[config.mk]
export PLATFORM = sky130hd
export DESIGN_NAME = array_min_priority_queue
export DESIGN_NICKNAME = d
export VERILOG_FILES = /design/src/rtl/apq_pkg.sv /design/src/rtl/apq_ram.sv /design/src/rtl/array_min_priority_queue.sv
export SDC_FILE = /design/constraint.sdc
export NUM_CORES = 1
export LEC_CHECK = 0
export BUFFER_PORTS_ARGS = -buffer_cell sky130_fd_sc_hd__buf_2
export CORE_MARGIN = 2
export CORE_UTILIZATION = 50
export CTS_BUF_LIST = sky130_fd_sc_hd__clkbuf_2 sky130_fd_sc_hd__clkbuf_4 sky130_fd_sc_hd__clkbuf_8
export DETAILED_ROUTE_END_ITERATION = 12
export HOLD_SLACK_MARGIN = 0.15
export PLACE_DENSITY = 0.76
export RECOVER_POWER = 25
export SETUP_SLACK_MARGIN = 0.5
export SLEW_MARGIN = 10
export SYNTH_ARGS = -nofsm -noshare
export SYNTH_HDL_FRONTEND = slang
export SYNTH_SLANG_ARGS = --single-unit
[constraint.sdc]
create_clock -name clk -period 12.8 [get_ports clk]
set_input_delay 1.28 -clock clk [delete_from_list [all_inputs] [get_ports clk]]
set_output_delay 1.28 -clock clk [all_outputs]
set_load 0.03 [all_outputs]
[src/rtl/apq_pkg.sv]
// ----------------------------------------------------------------------------
// apq_pkg: shared constants and types for the array min-priority queue
// Sizes of the entry store, the result status codes and the action codes.
// ----------------------------------------------------------------------------
`default_nettype none

package apq_pkg;

    localparam int QUEUE_DEPTH = 8;
    localparam int IDX_W       = (QUEUE_DEPTH > 1) ? $clog2(QUEUE_DEPTH) : 1;
    localparam int CNT_W       = $clog2(QUEUE_DEPTH + 1);
    localparam int VALUE_W     = 32;
    localparam int PRIO_W      = 7;
    localparam int ENTRY_W     = VALUE_W + PRIO_W;

    typedef enum logic [1:0] {
        ST_ENQUEUED = 2'd0,
        ST_FULL     = 2'd1,
        ST_DEQUEUED = 2'd2,
        ST_EMPTY    = 2'd3
    } status_t;

    typedef enum logic {
        ACT_ENQUEUE = 1'b0,
        ACT_DEQUEUE = 1'b1
    } action_t;

endpackage

`default_nettype wire

[src/rtl/apq_ram.sv]
// ----------------------------------------------------------------------------
// apq_ram: generic single-write, single-read RAM
// One write port, one read port with registered read data.
// ----------------------------------------------------------------------------
`default_nettype none

module apq_ram #(
    parameter int WIDTH = 8,
    parameter int DEPTH = 8,
    parameter int AW    = (DEPTH > 1) ? $clog2(DEPTH) : 1
) (
    input  wire logic             clk,
    input  wire logic             we,
    input  wire logic [AW-1:0]    waddr,
    input  wire logic [WIDTH-1:0] wdata,
    input  wire logic [AW-1:0]    raddr,
    output logic      [WIDTH-1:0] rdata
);

    logic [WIDTH-1:0] mem [DEPTH];

    always_ff @(posedge clk)
    begin
        if (we)
        begin
            mem[waddr] <= wdata;
        end
        rdata <= mem[raddr];
    end

endmodule

`default_nettype wire

[src/rtl/array_min_priority_queue.sv]
// ----------------------------------------------------------------------------
// array_min_priority_queue: bounded min-priority queue on an unsorted array
// Enqueue appends at the tail; dequeue scans for the lowest priority number
// (earliest wins ties), returns it and shifts the tail down one slot.
// ----------------------------------------------------------------------------
// Enqueue and empty-dequeue go from accept to S_DONE, which loads the result
// registers once the output is free. Dequeue first scans the held entries (S_SCAN),
//   then shifts the entries above the winner down one slot (S_SHIFT), then S_DONE.
// One item at a time; the single RAM read port paces both scan and shift.
// rst_n (async, active low) empties the queue; entry storage is not cleared.
// ----------------------------------------------------------------------------
`default_nettype none

module array_min_priority_queue (
    input  wire logic        clk,
    input  wire logic        rst_n,
    // input items
    input  wire logic        s_axis_tvalid,
    output logic             s_axis_tready,
    input  wire logic [39:0] s_axis_tdata,  // [31:0] item_value, [38:32] item_priority, [39] 0
    input  wire logic        s_axis_tuser,  // [0] action
    // result items
    output logic             m_axis_tvalid,
    input  wire logic        m_axis_tready,
    output logic      [39:0] m_axis_tdata,  // [31:0] out_value, [38:32] out_priority, [39] 0
    output logic      [1:0]  m_axis_tuser   // [1:0] status
);

    localparam int IDX_W   = apq_pkg::IDX_W;
    localparam int CNT_W   = apq_pkg::CNT_W;
    localparam int VALUE_W = apq_pkg::VALUE_W;
    localparam int PRIO_W  = apq_pkg::PRIO_W;
    localparam int ENTRY_W = apq_pkg::ENTRY_W;

    // Sequencer states
    typedef enum logic [1:0] {
        S_IDLE,
        S_SCAN,
        S_SHIFT,
        S_DONE
    } state_t;

    state_t                state_reg, state_next;
    logic [CNT_W-1:0]      count_reg, count_next;     // entries held
    logic [CNT_W-1:0]      issue_reg, issue_next;     // next RAM read address
    logic                  chk_valid_reg, chk_valid_next; // read data in flight
    logic [IDX_W-1:0]      chk_idx_reg, chk_idx_next; // slot tag of read data
    logic                  found_reg, found_next;
    logic [IDX_W-1:0]      slot_reg, slot_next;       // winning slot
    logic [VALUE_W-1:0]    best_value_reg, best_value_next;
    logic [PRIO_W-1:0]     best_prio_reg, best_prio_next;
    apq_pkg::status_t      status_reg, status_next;
    logic                  out_valid_reg, out_valid_next;
    logic [VALUE_W-1:0]    out_value_reg, out_value_next;
    logic [PRIO_W-1:0]     out_prio_reg, out_prio_next;
    apq_pkg::status_t      out_status_reg, out_status_next;

    // RAM port
    logic                  ram_we;
    logic [IDX_W-1:0]      ram_waddr;
    logic [ENTRY_W-1:0]    ram_wdata;
    logic [IDX_W-1:0]      ram_raddr;
    logic [ENTRY_W-1:0]    ram_rdata;

    logic [VALUE_W-1:0]    rd_value;
    logic [PRIO_W-1:0]     rd_prio;
    logic                  in_accept;
    logic                  out_free;

    assign rd_value = ram_rdata[VALUE_W-1:0];
    assign rd_prio  = ram_rdata[ENTRY_W-1:VALUE_W];

    assign s_axis_tready = (state_reg == S_IDLE);
    assign in_accept     = s_axis_tvalid && s_axis_tready;
    assign out_free      = !out_valid_reg || m_axis_tready;

    assign m_axis_tvalid = out_valid_reg;
    assign m_axis_tdata  = {1'b0, out_prio_reg, out_value_reg};
    assign m_axis_tuser  = out_status_reg;

    // Entry store: value in the low bits, priority above it
    apq_ram #(
        .WIDTH (ENTRY_W),
        .DEPTH (apq_pkg::QUEUE_DEPTH)
    ) u_ram (
        .clk   (clk),
        .we    (ram_we),
        .waddr (ram_waddr),
        .wdata (ram_wdata),
        .raddr (ram_raddr),
        .rdata (ram_rdata)
    );

    always_comb
    begin
        state_next      = state_reg;
        count_next      = count_reg;
        issue_next      = issue_reg;
        chk_valid_next  = 1'b0;
        chk_idx_next    = chk_idx_reg;
        found_next      = found_reg;
        slot_next       = slot_reg;
        best_value_next = best_value_reg;
        best_prio_next  = best_prio_reg;
        status_next     = status_reg;
        out_valid_next  = out_valid_reg && !m_axis_tready;
        out_value_next  = out_value_reg;
        out_prio_next   = out_prio_reg;
        out_status_next = out_status_reg;

        ram_we    = 1'b0;
        ram_waddr = count_reg[IDX_W-1:0];
        ram_wdata = {s_axis_tdata[38:32], s_axis_tdata[31:0]};
        ram_raddr = issue_reg[IDX_W-1:0];

        unique case (state_reg)
            S_IDLE:
            begin
                if (in_accept)
                begin
                    best_value_next = '0;
                    best_prio_next  = '0;
                    state_next      = S_DONE;
                    if (s_axis_tuser == apq_pkg::ACT_ENQUEUE)
                    begin
                        if (count_reg >= CNT_W'(apq_pkg::QUEUE_DEPTH))
                        begin
                            status_next = apq_pkg::ST_FULL;
                        end
                        else
                        begin
                            ram_we      = 1'b1;
                            count_next  = count_reg + 1'b1;
                            status_next = apq_pkg::ST_ENQUEUED;
                        end
                    end
                    else if (count_reg == '0)
                    begin
                        status_next = apq_pkg::ST_EMPTY;
                    end
                    else
                    begin
                        status_next = apq_pkg::ST_DEQUEUED;
                        issue_next  = '0;
                        found_next  = 1'b0;
                        slot_next   = '0;
                        state_next  = S_SCAN;
                    end
                end
            end

            S_SCAN:
            begin
                // read slot issue_reg; compare the slot read last cycle
                if (issue_reg < count_reg)
                begin
                    issue_next     = issue_reg + 1'b1;
                    chk_valid_next = 1'b1;
                    chk_idx_next   = issue_reg[IDX_W-1:0];
                end
                if (chk_valid_reg && (!found_reg || rd_prio < best_prio_reg))
                begin
                    found_next      = 1'b1;
                    slot_next       = chk_idx_reg;
                    best_value_next = rd_value;
                    best_prio_next  = rd_prio;
                end
                if (issue_reg >= count_reg && !chk_valid_reg)
                begin
                    issue_next = CNT_W'(slot_reg) + 1'b1;
                    state_next = S_SHIFT;
                end
            end

            S_SHIFT:
            begin
                // read slot j+1, write it to slot j in the next cycle
                if (issue_reg < count_reg)
                begin
                    issue_next     = issue_reg + 1'b1;
                    chk_valid_next = 1'b1;
                    chk_idx_next   = IDX_W'(issue_reg - 1'b1);
                end
                if (chk_valid_reg)
                begin
                    ram_we    = 1'b1;
                    ram_waddr = chk_idx_reg;
                    ram_wdata = ram_rdata;
                end
                if (issue_reg >= count_reg && !chk_valid_reg)
                begin
                    count_next = count_reg - 1'b1;
                    state_next = S_DONE;
                end
            end

            S_DONE:
            begin
                if (out_free)
                begin
                    out_valid_next  = 1'b1;
                    out_value_next  = best_value_reg;
                    out_prio_next   = best_prio_reg;
                    out_status_next = status_reg;
                    state_next      = S_IDLE;
                end
            end

            default:
            begin
                state_next = S_IDLE;
            end
        endcase
    end

    always_ff @(posedge clk or negedge rst_n)
    begin
        if (!rst_n)
        begin
            state_reg      <= S_IDLE;
            count_reg      <= '0;
            issue_reg      <= '0;
            chk_valid_reg  <= 1'b0;
            chk_idx_reg    <= '0;
            found_reg      <= 1'b0;
            slot_reg       <= '0;
            status_reg     <= apq_pkg::ST_ENQUEUED;
            out_valid_reg  <= 1'b0;
            out_status_reg <= apq_pkg::ST_ENQUEUED;
        end
        else
        begin
            state_reg      <= state_next;
            count_reg      <= count_next;
            issue_reg      <= issue_next;
            chk_valid_reg  <= chk_valid_next;
            chk_idx_reg    <= chk_idx_next;
            found_reg      <= found_next;
            slot_reg       <= slot_next;
            status_reg     <= status_next;
            out_valid_reg  <= out_valid_next;
            out_status_reg <= out_status_next;
        end
    end

    // payload registers
    always_ff @(posedge clk)
    begin
        best_value_reg <= best_value_next;
        best_prio_reg  <= best_prio_next;
        out_value_reg  <= out_value_next;
        out_prio_reg   <= out_prio_next;
    end

endmodule

`default_nettype wire
Word-level counts from Yosys, hierarchy flattened
Memory sizes are Yosys's and may differ from the RTL's. A register that Yosys moved wholly into a read port is not among the register bits.
Index checks and enable logic that the tools add are counted.
{ "totals": {"out_inout_bits": 44, "ram_bits": 312, "rom_bits": 0, "memories": 1, "inputBits": 45, "latchBits": 0, "regBits": 101, "word_cells": 118} }
{ "op_classes": {"reduce_logical": 25, "shifts": 0, "add_sub_neg": 5, "n_div": 0, "magnitude_cmp": 4, "muxes": 55, "mul": 0, "eq_ne": 14, "bitwise": 0} }
{ "mem_list": {"columns": ["memory", "words", "word_bits", "read_ports", "rd_clocked_by_memory_dff", "wr", "line_no", "rtl"], "rows": [
  ["u_ram.mem", 8, 39, 1, 1, 1, "apq_ram.sv:20", "logic [WIDTH-1:0] mem [DEPTH];"]
]} }
{ "op_table": {"columns": ["operator", "n"], "rows": [
  ["39-bit two-way mux", 2],
  ["32-bit two-way mux", 2],
  ["32-bit case mux with 2 select lines", 1],
  ["4-bit two-way mux", 9],
  ["3-bit two-way mux", 8],
  ["2-bit inequality test, second input constant", 9],
  ["1-bit two-way mux", 16],
  ["2-bit two-way mux", 7],
  ["7-bit two-way mux", 2],
  ["7-bit case mux with 2 select lines", 1],
  ["3-bit case mux with 2 select lines", 2],
  ["4-bit case mux with 3 select lines", 1],
  ["5-bit AND reduction", 2],
  ["4-bit by 1-bit adder with 4-bit output, second input constant", 2],
  ["2-bit case mux with 4 select lines", 1],
  ["4-bit case mux with 2 select lines", 1],
  ["4-bit AND reduction", 2],
  ["7-bit less-than comparator", 1],
  ["3-bit AND reduction", 2],
  ["2-bit nonzero test", 3],
  ["3-bit by 1-bit adder with 4-bit output, second input constant", 1],
  ["2-bit == test, second input constant", 2],
  ["4-bit greater-or-equal comparator", 1],
  ["4-bit greater-or-equal comparator, second input constant", 1],
  ["other kinds (14)", 24]
]} }

Depth between registers and ports, before layout
{ "logic_depth": {"depth_word": 7, "mapped_depth": 10, "depth_no_buf": 8} }

Modules after synthesis
From an unflattened synthesis, not the netlist that was laid out.
{ "unflattened": {"cells_unflattened": 850, "hier_area_um2": 17389.2} }
{ "modules_own_cells": {"columns": ["mod", "n_inst", "seq_area_each_um2", "cells_each", "area_each_um2"], "rows": [
  ["apq_ram", 1, 10149.7, 503, 12629.6],
  ["array_min_priority_queue", 1, 2917.8, 347, 4759.6]
]} }

Least setup slack after synthesis
Ideal clock, no wire load.
{ "synth_path": {"path_kind": "register to register", "start": "reg state_reg[1]", "end": "reg best_prio_reg[0], enable pin", "t_required_ns": 12.316, "slack_ns": 8.273, "setup_ns": 0.484, "arrival_time_ns": 4.043, "period_less_slack_ns": 4.527, "stages_incl_launch_ff": 8, "path_buffers": 3, "path_cell_list": "dfrtp_1 -> inv_1 -> ha_1 -> clkbuf_1 -> clkbuf_1 -> clkbuf_1 -> nor2_1 -> nor3_1"} }
{ "synth_between": {"elab_chain_len": 4, "word_cells_on_any_way": 7, "classes_between": "eq/ne: 3; reduce/logical: 4"} }
{ "synth_lines": {"columns": ["element", "line_no", "rtl"], "rows": [
  ["start: declaration", "array_min_priority_queue.sv:43", "state_t state_reg, state_next;"],
  ["start signal: assignment", "array_min_priority_queue.sv:233", "state_reg <= state_next;"],
  ["2-bit logical NOT", "array_min_priority_queue.sv:73, array_min_priority_queue.sv:116", null],
  ["1-bit logical AND", "array_min_priority_queue.sv:74", "assign in_accept = s_axis_tvalid && s_axis_tready;"],
  ["2-bit by 1-bit inequality test with 1-bit output (no source line)", null, null],
  ["3-bit AND reduction (no source line) (*)", null, null],
  ["end signal: assignment", "array_min_priority_queue.sv:250", "best_prio_reg <= best_prio_next;"],
  ["end: declaration", "array_min_priority_queue.sv:51", "logic [PRIO_W-1:0] best_prio_reg, best_prio_next;"]
]} }
Mark *: on every way between the ends. The rest lies on a longest branch, timed or not.
A chain may end at the register's enable or synchronous reset.

Worst setup path in the final report
{ "layout_path": {"start": "reg issue_reg[1]", "end": "reg chk_idx_reg[2]"} }
{ "layout_between": {"elab_chain_len": 3, "word_cells_on_any_way": 7, "classes_between": "add/sub: 1; order compare: 1; eq/ne: 2; mux: 2; reduce/logical: 1"} }
{ "layout_lines": {"columns": ["element", "line_no", "rtl"], "rows": [
  ["start: declaration", "array_min_priority_queue.sv:45", "logic [CNT_W-1:0] issue_reg, issue_next;"],
  ["start signal: assignment", "array_min_priority_queue.sv:235", "issue_reg <= issue_next;"],
  ["4-bit less-than comparator or 3-bit by 1-bit subtractor with 3-bit output (tied branches)", "array_min_priority_queue.sv:155, array_min_priority_queue.sv:178, array_min_priority_queue.sv:182", null],
  ["2-bit inequality test (no source line) or 3-bit two-way mux (tied branches)", null, null],
  ["3-bit AND reduction (no source line) or 3-bit case mux with 2 select lines (tied branches)", null, null],
  ["end signal: assignment", "array_min_priority_queue.sv:237", "chk_idx_reg <= chk_idx_next;"],
  ["end: declaration", "array_min_priority_queue.sv:47", "logic [IDX_W-1:0] chk_idx_reg, chk_idx_next;"]
]} }
Parallel ways exist; a longest one is shown, timed or not. The select of a mux whose other input is x is not followed.

==> run metrics <==
synth top area cells edfxtp_1, mux4_2, dfxtp_1; Final ANT Viol Nets 0; Post-synth EDFFs between 300 and 400; clock share of power between 20% and 30%; R2R Setup Slk 7.83 ns; Core ar. between 30000 and 40000 µm²; Tot GR Track Use roughly a fifth; post-CTS setup buffer count 0; CTS tree built; reg2reg path depth 7; Flop pwr share between 40% and 50%; Largest register FFs 312; Layout Nets approximately 1200; H-tree depth 3; count of cell types in the netlist just under 60; Worst Tran Pin Value 3.071 ns; Peak VDD IR about 0.12 mV; # fillers between 2000 and 3000; Pleak between 0.006 and 0.007 µW; top cell type's share of synthesized area just under 70%; pin count of the biggest net entering global routing between 50 and 60; Final Max Slew Viols about 180; DRC 0; final WL between 30000 and 40000 µm; RSZ-0062 raised after global routing false; Via Count about 9000; Area growth, synth to finish 13.86%; cell area after synthesis 17410 µm²; worst endpoint data arrival time between 5 and 6 ns; adder-cell share of the synthesized area ~1.6%; initial core utilization roughly half; Power Internal ~3200 µW; largest family of logic cells by synthesized area multiplexers; status finished with violations; critical path class flop to flop; Post-Synth Simple-Gate Area under 10%; Min Hold Slack ~0.42 ns; Power Density ~230 nW/µm²; Hold Path Class flop to flop; sequential area share after synthesis 75.05%; biggest regs u_ram.mem x312, u_ram.rdata x39; Worst Path Required about 13 ns; initial antenna violation count 0; Slew Limit Headroom -104.7%; Cells after Synth 965; max frequency slightly above 0.2 GHz; first-pass GRT wire length around 51000 µm; Clk Latency, worst-skew pair just over 0.6 ns; Die Y about 190 µm; crit end category flop; TritonCTS Buffers just over 70; final clock skew ~0.045 ns; Hold Crit Depth 0; max-cap violation count 4; Logic pwr share between 20% and 30%; Compound-Gate Fraction of Synth Area 2.458%; ANT cells 0; FF-to-FF Start issue_reg[1]; vias in the first global route between 8000 and 9000; clock buffer depth 3; post-DP HPWL about 18000 µm; Buffers on Ports 86; post-synthesis mux area share about an eighth; clk sink count 452; ratio of final minimum period to clock period about two fifths; Gates resized, CTS repair 0; first-pass detailed-route iteration total 5; RD Place Congestion ~0.8; Hold Violations, Final 0; Vias/cell approximately 5.5; Largest Register u_ram.mem; setup_tns 0 ns; GR Overflow Total 0; final setup vio count 0; I/O Pins around 90; Root Buffer clkbuf_8; WL per Instance ~21 µm; row count 68; share of layout cells above drive strength 1 between 20% and 30%; ys flop type edfxtp_1; Syn. warnings 0; hold endpoint out_value_reg[29]; XOR/XNOR Fraction of Synth Area less than 1%; cts hold-fix bufs 0; clk slew on worst S/H paths approximately 0.060 ns; mean area per synthesized cell about 18 µm²; Switching Fraction 30.95%; min-delay src best_value_reg[29]; failing checks capacitance limit, slew limit; Synth Net Count 1031; R2R Path End chk_idx_reg[2]; Initial DRC Count just over 700; ys async rst share 5.088%; Total Die Area 36330 µm²; switching power about 1400 µW; die width roughly 190 µm; Worst Path Max Fanout 50; number of synthesized register bits 452; CP startpoint kind flop; register area 13070 µm²; Tmin final between 4 and 5 ns; area leader, netlist edfxtp_1; multi-input logic area 4123 µm²
-- synthesized netlist by cell type, drive strengths merged (3+ instances only) --
master / instances
a211oi: 5
a21oi: 11
a31oi: 7
a41oi: 3
and2: 41
buf: 19
clkbuf: 25
dfrtp: 23
dfxtp: 39
edfxtp: 390
ha: 20
inv: 26
mux2: 43
mux4: 78
nand2: 132
nand3: 8
nand4: 5
nor2: 25
nor2b: 4
nor3: 8
o21ai: 12
o22ai: 4
xnor2: 4
-- stage by stage --
stage               utilization (%)  setup WS (ns)  total power (µW)  instances  area, µm²
detailed placement            53.44          9.278              3422       1476      18410
global placement              53.44          9.346              3381       1476      18410
global route                  57.53          7.512              4854       1604      19830
CTS                           57.70          9.235              4658       1604      19880
floorplan                         -          8.273              3052        965      17410
finish                        57.53          7.830              4613       1604      19830
-- kinds of logic after synthesis --
logic type	count (synthesis)
fa+ha+maj	21
xor+xnor	5
other cells	1
compound gates	60
mux	123
flops	452
buf+inv	71
simple gates	232
-- layout make-up --
cell class              instances  share of cell area, %
clock inverters                22                 0.8331
well taps                     455                  2.872
clock buffers                 106                  6.570
inverters                      27                 0.5112
flip-flops and latches        452                  65.94
multi-input cells             442                  20.80
repair buffers                100                  2.480
-- worst max path at each step --
| stage | start | end | slack [ns] | depth (start not counted) |
|---|---|---|---|---|
| final | issue_reg[1] | chk_idx_reg[2] | 7.83 | 7 |
| after detailed placement | state_reg[1] | best_value_reg[13] | 9.28 | 5 |
| after global routing | issue_reg[1] | chk_idx_reg[2] | 7.51 | 7 |
| after floorplan | state_reg[1] | best_prio_reg[0] | 8.27 | 7 |
| after global placement | state_reg[1] | best_value_reg[14] | 9.35 | 5 |
| after CTS | state_reg[1] | best_value_reg[16] | 9.24 | 5 |
-- critical path, cell delays in order, from the launching register on --
cell,delay [ns]
dfrtp_1,1.49
clkbuf_1,2.26
inv_1,0.26
ha_1,0.34
xnor2_1,0.13
nor2_1,0.10
a31oi_1,0.05
o21ai_0,0.23
-- routing by layer --
metal	GRT usage [%]	wire length [µm]	vias to the layer above
li1	-	-	3989
met1	26.20	14850	4489
met2	29.22	15660	286
met3	4.085	2012	41
met4	6.887	653	0
met5	0	0	-
-- placed cells by master, fill, tap and decap left out, types with 7 or more instances in the layout --
master / count
a21oi_1: 11
and2_0: 24
and2_1: 15
buf_2: 54
buf_4: 13
clkbuf_1: 33
clkbuf_4: 25
clkbuf_8: 81
clkinv_1: 8
clkinv_2: 9
dfrtp_1: 21
dfxtp_1: 39
edfxtp_1: 390
ha_1: 20
inv_1: 25
mux2_1: 8
mux2_2: 35
mux4_2: 78
nand2_1: 132
nand3_1: 8
nor2_1: 16
nor2_4: 8
nor3_1: 7
o21ai_0: 11
-- power groups by stage --
stage	clock, µW	combinational, µW	sequential, µW
3_3_place_gp	0	1130	2250
2_1_floorplan	0	766	2290
4_1_cts	1260	1160	2240
6_report	1230	1150	2230
5_1_grt	1320	1260	2270
3_5_place_dp	0	1160	2260
No activity file was read; power rests on OpenSTA's default activity.
